[config.mk]
export PLATFORM = sky130hd
export DESIGN_NAME = register_file_alu_executor_unit
export DESIGN_NICKNAME = d
export VERILOG_FILES = /design/src/rtl/core/rfae_pkg.sv /design/src/rtl/core/register_file_alu_executor_unit.sv /design/src/rtl/core/rfae_ctrl.sv /design/src/rtl/core/rfae_datapath.sv
export VERILOG_INCLUDE_DIRS = /design/src /design/src/rtl/core
export SDC_FILE = /design/constraint.sdc
export NUM_CORES = 2
export LEC_CHECK = 0
export BUFFER_PORTS_ARGS = -buffer_cell sky130_fd_sc_hd__buf_4
export CAP_MARGIN = 0
export CORE_MARGIN = 5
export CORE_UTILIZATION = 65
export DETAILED_ROUTE_END_ITERATION = 8
export GPL_TIMING_DRIVEN = 0
export PLACE_DENSITY_LB_ADDON = 0.05
export SYNTH_ARGS = -nofsm -noshare
export SYNTH_HDL_FRONTEND = slang
export SYNTH_SLANG_ARGS = --single-unit
[constraint.sdc]
create_clock -name clk -period 10.3 [get_ports clk]
set_clock_uncertainty 0.2 [all_clocks]
set_input_delay 1.03 -clock clk [delete_from_list [all_inputs] [get_ports clk]]
set_output_delay 1.03 -clock clk [all_outputs]
set_load 0.02 [all_outputs]
[src/rtl/core/register_file_alu_executor_unit_assert.svh]
// Assertion macros for the register file ALU executor.
`ifndef REGISTER_FILE_ALU_EXECUTOR_UNIT_ASSERT_SVH
`define REGISTER_FILE_ALU_EXECUTOR_UNIT_ASSERT_SVH
`ifndef SYNTHESIS
`define RFAE_ASSERT_IMP(lbl, clk, rst, ante, cons) \
  lbl: assert property (@(posedge clk) disable iff (rst) (ante) |-> (cons)) \
    else $error("same-cycle check failed");
`define RFAE_ASSERT_NXT(lbl, clk, rst, ante, cons) \
  lbl: assert property (@(posedge clk) disable iff (rst) (ante) |=> (cons)) \
    else $error("next-cycle check failed");
`else
`define RFAE_ASSERT_IMP(lbl, clk, rst, ante, cons)
`define RFAE_ASSERT_NXT(lbl, clk, rst, ante, cons)
`endif
`endif

[src/rtl/core/rfae_pkg.sv]
package rfae_pkg;

  localparam int OP_W      = 3;
  localparam int IN_IDX_W  = 5;
  localparam int OUT_VAL_W = 32;

  localparam int NUM_REGISTERS_DEF = 32;
  localparam int DATA_WIDTH_DEF    = 32;

  localparam logic [OP_W-1:0] OP_ADD = 3'd0;
  localparam logic [OP_W-1:0] OP_SUB = 3'd1;
  localparam logic [OP_W-1:0] OP_MUL = 3'd2;
  localparam logic [OP_W-1:0] OP_DIV = 3'd3;
  localparam logic [OP_W-1:0] OP_MOD = 3'd4;

  typedef struct packed {
    logic load_instr;
    logic rd_en;
    logic setup;
    logic step;
    logic finish;
    logic wr_en;
  } rfae_cmd_t;

  typedef struct packed {
    logic op_legal;
    logic fast;
  } rfae_stat_t;

endpackage

[src/rtl/core/register_file_alu_executor_unit.sv]
// Sequence: accept, S_READ, S_SETUP, then the done strobe (S_WRITE) for add, subtract and a
// zero divisor; multiply, divide and remainder pass S_ITER for each bit and S_FIN first.
// A new instruction is taken in the strobe cycle, not while busy; the shared shift-add /
// restoring divide unit retires one bit per cycle.
// Reset (rst, synchronous) clears the controller and the register file valid bits, so
// every register reads zero. Results are strobed on done; the receiver cannot stall.
`include "register_file_alu_executor_unit_assert.svh"
module register_file_alu_executor_unit #(
  parameter int NUM_REGISTERS = rfae_pkg::NUM_REGISTERS_DEF,
  parameter int DATA_WIDTH    = rfae_pkg::DATA_WIDTH_DEF
) (
  input  logic                                  clk,
  input  logic                                  rst,
  input  logic                                  start,
  output logic                                  busy,
  input  logic [rfae_pkg::OP_W-1:0]             op,
  input  logic [rfae_pkg::IN_IDX_W-1:0]         dest_index,
  input  logic [rfae_pkg::IN_IDX_W-1:0]         src1_index,
  input  logic [rfae_pkg::IN_IDX_W-1:0]         src2_index,
  output logic                                  done,
  output logic [rfae_pkg::IN_IDX_W-1:0]         written_index,
  output logic signed [rfae_pkg::OUT_VAL_W-1:0] written_value,
  output logic                                  divide_by_zero
);
  import rfae_pkg::*;

  rfae_cmd_t  cmd;
  rfae_stat_t stat;

  rfae_ctrl #(
    .DATA_WIDTH(DATA_WIDTH)
  ) u_ctrl (
    .clk  (clk),
    .rst  (rst),
    .start(start),
    .stat (stat),
    .cmd  (cmd),
    .busy (busy),
    .done (done)
  );

  rfae_datapath #(
    .NUM_REGISTERS(NUM_REGISTERS),
    .DATA_WIDTH   (DATA_WIDTH)
  ) u_datapath (
    .clk           (clk),
    .rst           (rst),
    .cmd           (cmd),
    .stat          (stat),
    .op            (op),
    .dest_index    (dest_index),
    .src1_index    (src1_index),
    .src2_index    (src2_index),
    .written_index (written_index),
    .written_value (written_value),
    .divide_by_zero(divide_by_zero)
  );

  `RFAE_ASSERT_IMP(a_done_not_busy, clk, rst, done, !busy)
  `RFAE_ASSERT_NXT(a_single_beat, clk, rst, done, !done)
  `RFAE_ASSERT_NXT(a_illegal_dropped, clk, rst, (start && !busy && (op > OP_MOD)), (!busy && !done))
  `RFAE_ASSERT_IMP(a_write_on_done, clk, rst, done, (cmd.wr_en && !cmd.step))

endmodule

[src/rtl/core/rfae_ctrl.sv]
module rfae_ctrl #(
  parameter int DATA_WIDTH = rfae_pkg::DATA_WIDTH_DEF
) (
  input  logic                  clk,
  input  logic                  rst,
  input  logic                  start,
  input  rfae_pkg::rfae_stat_t  stat,
  output rfae_pkg::rfae_cmd_t   cmd,
  output logic                  busy,
  output logic                  done
);
  import rfae_pkg::*;

  localparam int CNT_W = $clog2(DATA_WIDTH);

  localparam logic [2:0] S_IDLE  = 3'd0;
  localparam logic [2:0] S_READ  = 3'd1;
  localparam logic [2:0] S_SETUP = 3'd2;
  localparam logic [2:0] S_ITER  = 3'd3;
  localparam logic [2:0] S_FIN   = 3'd4;
  localparam logic [2:0] S_WRITE = 3'd5;

  logic [2:0]       state;
  logic [2:0]       state_next;
  logic [CNT_W-1:0] cnt;
  logic [CNT_W-1:0] cnt_next;
  logic             last;

  assign last = (cnt == CNT_W'(DATA_WIDTH - 1));
  assign busy = (state != S_IDLE) && (state != S_WRITE);
  assign done = (state == S_WRITE);

  always_comb begin
    cmd            = '0;
    cmd.load_instr = start && !busy;
    cmd.rd_en      = (state == S_READ);
    cmd.setup      = (state == S_SETUP);
    cmd.step       = (state == S_ITER);
    cmd.finish     = (state == S_FIN);
    cmd.wr_en      = (state == S_WRITE);
  end

  always_comb begin
    state_next = state;
    cnt_next   = cnt;
    unique case (state)
      S_IDLE, S_WRITE: begin
        state_next = (start && stat.op_legal) ? S_READ : S_IDLE;
      end
      S_READ: begin
        state_next = S_SETUP;
      end
      S_SETUP: begin
        cnt_next   = '0;
        state_next = stat.fast ? S_WRITE : S_ITER;
      end
      S_ITER: begin
        cnt_next   = cnt + 1'b1;
        state_next = last ? S_FIN : S_ITER;
      end
      S_FIN: begin
        state_next = S_WRITE;
      end
      default: begin
        state_next = S_IDLE;
      end
    endcase
  end

  always_ff @(posedge clk) begin
    if (rst) begin
      state <= S_IDLE;
      cnt   <= '0;
    end else begin
      state <= state_next;
      cnt   <= cnt_next;
    end
  end

endmodule

[src/rtl/core/rfae_datapath.sv]
module rfae_datapath #(
  parameter int NUM_REGISTERS = rfae_pkg::NUM_REGISTERS_DEF,
  parameter int DATA_WIDTH    = rfae_pkg::DATA_WIDTH_DEF
) (
  input  logic                                clk,
  input  logic                                rst,
  input  rfae_pkg::rfae_cmd_t                 cmd,
  output rfae_pkg::rfae_stat_t                stat,
  input  logic [rfae_pkg::OP_W-1:0]           op,
  input  logic [rfae_pkg::IN_IDX_W-1:0]       dest_index,
  input  logic [rfae_pkg::IN_IDX_W-1:0]       src1_index,
  input  logic [rfae_pkg::IN_IDX_W-1:0]       src2_index,
  output logic [rfae_pkg::IN_IDX_W-1:0]       written_index,
  output logic signed [rfae_pkg::OUT_VAL_W-1:0] written_value,
  output logic                                divide_by_zero
);
  import rfae_pkg::*;

  localparam int W     = DATA_WIDTH;
  localparam int IDX_W = $clog2(NUM_REGISTERS);
  localparam int TAB_N = 2 ** IN_IDX_W;

  logic [IDX_W-1:0] wrap_tab [TAB_N];

  genvar k;
  generate
    for (k = 0; k < TAB_N; k++) begin : g_wrap
      assign wrap_tab[k] = IDX_W'(k % NUM_REGISTERS);
    end
  endgenerate

  logic [W-1:0]             mem [NUM_REGISTERS];
  logic [NUM_REGISTERS-1:0] vld;

  logic [OP_W-1:0]  op_q;
  logic [IDX_W-1:0] dest_q;
  logic [IDX_W-1:0] src1_q;
  logic [IDX_W-1:0] src2_q;
  logic [W-1:0]     a_raw;
  logic [W-1:0]     b_raw;
  logic             a_v;
  logic             b_v;
  logic [W-1:0]     a;
  logic [W-1:0]     b;
  logic [W-1:0]     ua;
  logic [W-1:0]     ub;
  logic             b_zero;
  logic             is_divmod;

  logic [W-1:0]     hi;
  logic [W-1:0]     lo;
  logic [W-1:0]     opnd;
  logic             neg_q;
  logic [W-1:0]     res;
  logic             dz_q;

  logic [W:0]       shifted;
  logic [W:0]       diff;
  logic             ge;
  logic [W-1:0]     fin_val;

  assign a         = a_v ? a_raw : '0;
  assign b         = b_v ? b_raw : '0;
  assign ua        = a[W-1] ? ('0 - a) : a;
  assign ub        = b[W-1] ? ('0 - b) : b;
  assign b_zero    = (b == '0);
  assign is_divmod = (op_q == OP_DIV) || (op_q == OP_MOD);

  assign stat.op_legal = (op <= OP_MOD);
  assign stat.fast     = (op_q == OP_ADD) || (op_q == OP_SUB) || (is_divmod && b_zero);

  assign shifted = {hi, lo[W-1]};
  assign ge      = (shifted >= {1'b0, opnd});
  assign diff    = shifted - {1'b0, opnd};
  assign fin_val = (op_q == OP_DIV) ? lo : hi;

  always_ff @(posedge clk) begin
    if (cmd.load_instr) begin
      op_q   <= op;
      dest_q <= wrap_tab[dest_index];
      src1_q <= wrap_tab[src1_index];
      src2_q <= wrap_tab[src2_index];
    end
  end

  always_ff @(posedge clk) begin
    if (cmd.rd_en) begin
      a_raw <= mem[src1_q];
      b_raw <= mem[src2_q];
    end
    if (cmd.wr_en) begin
      mem[dest_q] <= res;
    end
  end

  always_ff @(posedge clk) begin
    if (rst) begin
      vld <= '0;
      a_v <= 1'b0;
      b_v <= 1'b0;
    end else begin
      if (cmd.rd_en) begin
        a_v <= vld[src1_q];
        b_v <= vld[src2_q];
      end
      if (cmd.wr_en) begin
        vld[dest_q] <= 1'b1;
      end
    end
  end

  always_ff @(posedge clk) begin
    if (cmd.setup) begin
      dz_q  <= 1'b0;
      hi    <= '0;
      neg_q <= 1'b0;
      unique case (op_q)
        OP_ADD: begin
          res <= a + b;
        end
        OP_SUB: begin
          res <= a - b;
        end
        OP_MUL: begin
          lo   <= b;
          opnd <= a;
        end
        default: begin
          if (b_zero) begin
            dz_q <= 1'b1;
            res  <= (op_q == OP_DIV) ? '1 : a;
          end
          lo    <= ua;
          opnd  <= ub;
          neg_q <= (op_q == OP_DIV) ? (a[W-1] ^ b[W-1]) : a[W-1];
        end
      endcase
    end else if (cmd.step) begin
      if (op_q == OP_MUL) begin
        hi   <= hi + (lo[0] ? opnd : '0);
        lo   <= lo >> 1;
        opnd <= opnd << 1;
      end else if (ge) begin
        hi <= diff[W-1:0];
        lo <= {lo[W-2:0], 1'b1};
      end else begin
        hi <= shifted[W-1:0];
        lo <= {lo[W-2:0], 1'b0};
      end
    end else if (cmd.finish) begin
      res <= neg_q ? ('0 - fin_val) : fin_val;
    end
  end

  assign written_index  = IN_IDX_W'(dest_q);
  assign written_value  = OUT_VAL_W'(res);
  assign divide_by_zero = dz_q;

endmodule

==> metrics.cfg <==
[clock_tree]
cts_buffer_depth = 3
postCtsHoldBufs = 0
cts_root_buffer = clkbuf_16
htreeDepth = 4
cts_setup_buffers = 0
ctsResizeCount = 0
clkSinkCount = 1278
cts_tree = built
cts_made_buffers = 133
worstSkewPairLatency_ps = 770
path_clk_slew_ps = 60

[status]
run_status = finished, violations left
violations = capacitance limit, slew limit

[power_and_ir_drop]
ir_worst_vdd_mv = 0.2643
power.total_mw = 21.36
combPwrFrac = 0.410
internal_power_mw = 12.90
clockPowerShare = 0.225
p_leak_nw = 24.65
pwr-share-seq = 0.366
p_sw_mw = 8.460
switching_share = 0.3961
p_per_area_mw_per_mm2 = 288.2

[grt]
grt_first_pass_wirelength_mm = 329.0
grt_antenna_before_repair = 13
grt_pass1_vias = 44890
grt_max_degree = 61
grt_use_total = 0.4378
overflow = 0

[route]
drtIter0Drc = 8128
vias = 46060
drt_wl_total_mm = 236.3
avgViaCountPerCell = 7.757
firstDrtPassIters = 6
ant_nets = 0
wl_per_cell_um = 39.79
drc = 0

[yosys]
synth-async-reset-ratio = 0
synth_ff_type = edfxtp_1
synth_top_area_frac = 0.5462
ys_types = 83
synth-seq-cells = 1278
yosysSeqAreaShare = 0.5686
yosysTopAreaCell = edfxtp_1
syn_avg_cell_area_sq_um = 15.72
syn_area_sq_mm = 0.06619
synth_edf_count = 1204
synth.most_common_cell = edfxtp_1
syn_inst = 4212
synth.area.top_cells = edfxtp_1, mux4_2, dfxtp_1
synth_nets = 4336
synthTopCellsByCount = edfxtp_1, mux4_2, nand2_1
ys_warn_count = 0

[worst_setup_path]
end_kind = flip-flop
critPathArrivalTime_ps = 8800
rr_worst_depth = 22
crit_path_start_kind = flip-flop
worst-path-max-fanout = 10
worstSetupPathType = flip-flop to flip-flop
r2r_slack_ps = 1740
cp_data_required_time_ps = 10540

[placed_design]
placedCellCount = 5695
io_buffer_count = 59
finalWeightedCongestion = 1.011
dp_hpwl_mm = 160.3

[sta]
slew_viol_final = 11
max_slew_margin = -0.01560
hold_viol_final = 0
period_share = 0.8312
rsz0062_at_grt = no
fin_crit_ps = 8561
max_freq_ghz = 0.1168
worst_slew_pin_slew_ps = 1523
setup_tns_ps = 0
setup_violations = 0

[final_layout]
final-instance-count-excl-fill = 5938
area_delta_synth_final_pct = 11.95
fin_nets = 4587
drive_gt1_frac = 0.2437

[min_path]
min_path_cells = 1
min_path_type = input port to flip-flop

[run]
cap_violations = 1

[floorplanning]
start_util = 0.6525
fp.dieArea_sq_mm = 0.1083
coreArea_sq_mm = 0.1014
rows = 117
die_h_um = 329.1
die_x_um = 329.1
io_pins = 61

## power by group through the flow
stage / registers, mW / logic (mW) / clock network [mW]
finish: 7.81 / 8.75 / 4.80
CTS: 7.75 / 8.45 / 4.79
global route: 7.84 / 9.11 / 5.03
floorplan: 7.47 / 5.52 / 0
detailed placement: 7.85 / 8.33 / 0
global placement: 7.85 / 8.21 / 0
## kinds of logic after synthesis
| logic type | after synthesis | share of synthesized area |
|---|---|---|
| compound gates | 658 | 0.06380 |
| xor+xnor | 177 | 0.02342 |
| fa+ha+maj | 103 | 0.01981 |
| buf+inv | 350 | 0.02017 |
| flops | 1278 | 0.5686 |
| mux | 781 | 0.2443 |
| simple gates | 865 | 0.05990 |
## stage by stage
stage / utilization / setup slack (ps) / instance area [sq um] / hold WS (ps)
floorplan: - / 5325 / 66190 / 236.2
global route: 0.7303 / 1810 / 74090 / 227.2
detailed placement: 0.6882 / 2364 / 69820 / 264.1
global placement: 0.6737 / 2340 / 68350 / 244.9
finish: 0.7304 / 1739 / 74100 / 244.9
CTS: 0.7300 / 2332 / 74060 / 215.6
## per-layer routing
| metal | part of all wire | up-vias | global-route usage |
|---|---|---|---|
| met5 | 0.00033 | - | 0 |
| met4 | 0.082 | 6 | 0.2683 |
| met2 | 0.45 | 4567 | 0.6634 |
| met1 | 0.32 | 22800 | 0.5632 |
| li1 | - | 17640 | - |
| met3 | 0.15 | 1047 | 0.1357 |
## layout by cell type, fill, tap and decap left out, types with 19 or more instances in the layout
cell	instances
a31oi_1	55
clkbuf_1	234
and2_1	70
nor2_4	34
buf_12	46
buf_4	60
ha_1	100
nand3_1	32
nor2_1	229
a21o_1	53
a22oi_1	33
nor4_1	19
clkbuf_16	139
a21oi_1	157
o31ai_1	22
xnor2_1	109
xor2_1	68
mux2_2	68
nand2_1	313
mux4_2	661
edfxtp_1	1204
mux2i_1	52
dfxtp_1	74
a211oi_1	45
buf_1	54
o21ai_0	155
inv_1	63
clkinv_1	31
nor2b_1	19
nor3_1	34
nand2b_1	22
## sequential cells by signal, indices dropped and copies added (netlist names), 3 cells and up
register,count
u_ctrl.cnt,5
u_datapath.hi,32
u_datapath.a_raw,32
u_datapath.src2_q,5
u_datapath.written_value,32
u_datapath.written_index,5
u_datapath.b_raw,32
u_datapath.src1_q,5
u_datapath.vld,32
u_datapath.mem,1024
u_datapath.lo,32
u_datapath.op_q,3
u_ctrl.state,3
u_datapath.opnd,32
## worst max-delay path: stages (launching register included)
cell and delay, ps:
dfxtp_1 310, clkbuf_1 860, clkbuf_1 700, clkbuf_1 700
buf_1 740, nand2_1 210, ha_1 290, and2_1 230
nand2_1 200, a21oi_1 90, o22a_1 220, ha_1 380
and3_1 200, and3_1 180, o311ai_0 230, a21boi_0 600
o21a_1 200, o21ai_0 150, o21bai_1 250, mux2_2 370
o2111ai_1 90, o21ai_0 110, a22oi_1 710
## worst paths after layout
path,start,end
setup / recovery,u_datapath.b_v,u_datapath.written_value[18]
hold / removal,dest_index[1],u_datapath.written_index[1]
setup reg to reg,u_datapath.b_v,u_datapath.written_value[18]
hold reg to reg,u_ctrl.cnt[4],u_ctrl.cnt[4]
## final cells by class
class	instances	area, sq um
timing repair buffer	116	1654
buffer	285	1107
tap	1368	1712
clock inverter	72	671.9
fill	6177	27350
antenna	7	17.52
inverter	65	244.0
multi-input combinational	2584	27490
sequential	1278	37640
clock buffer	163	3568
No activity file was read; power rests on OpenSTA's default activity.
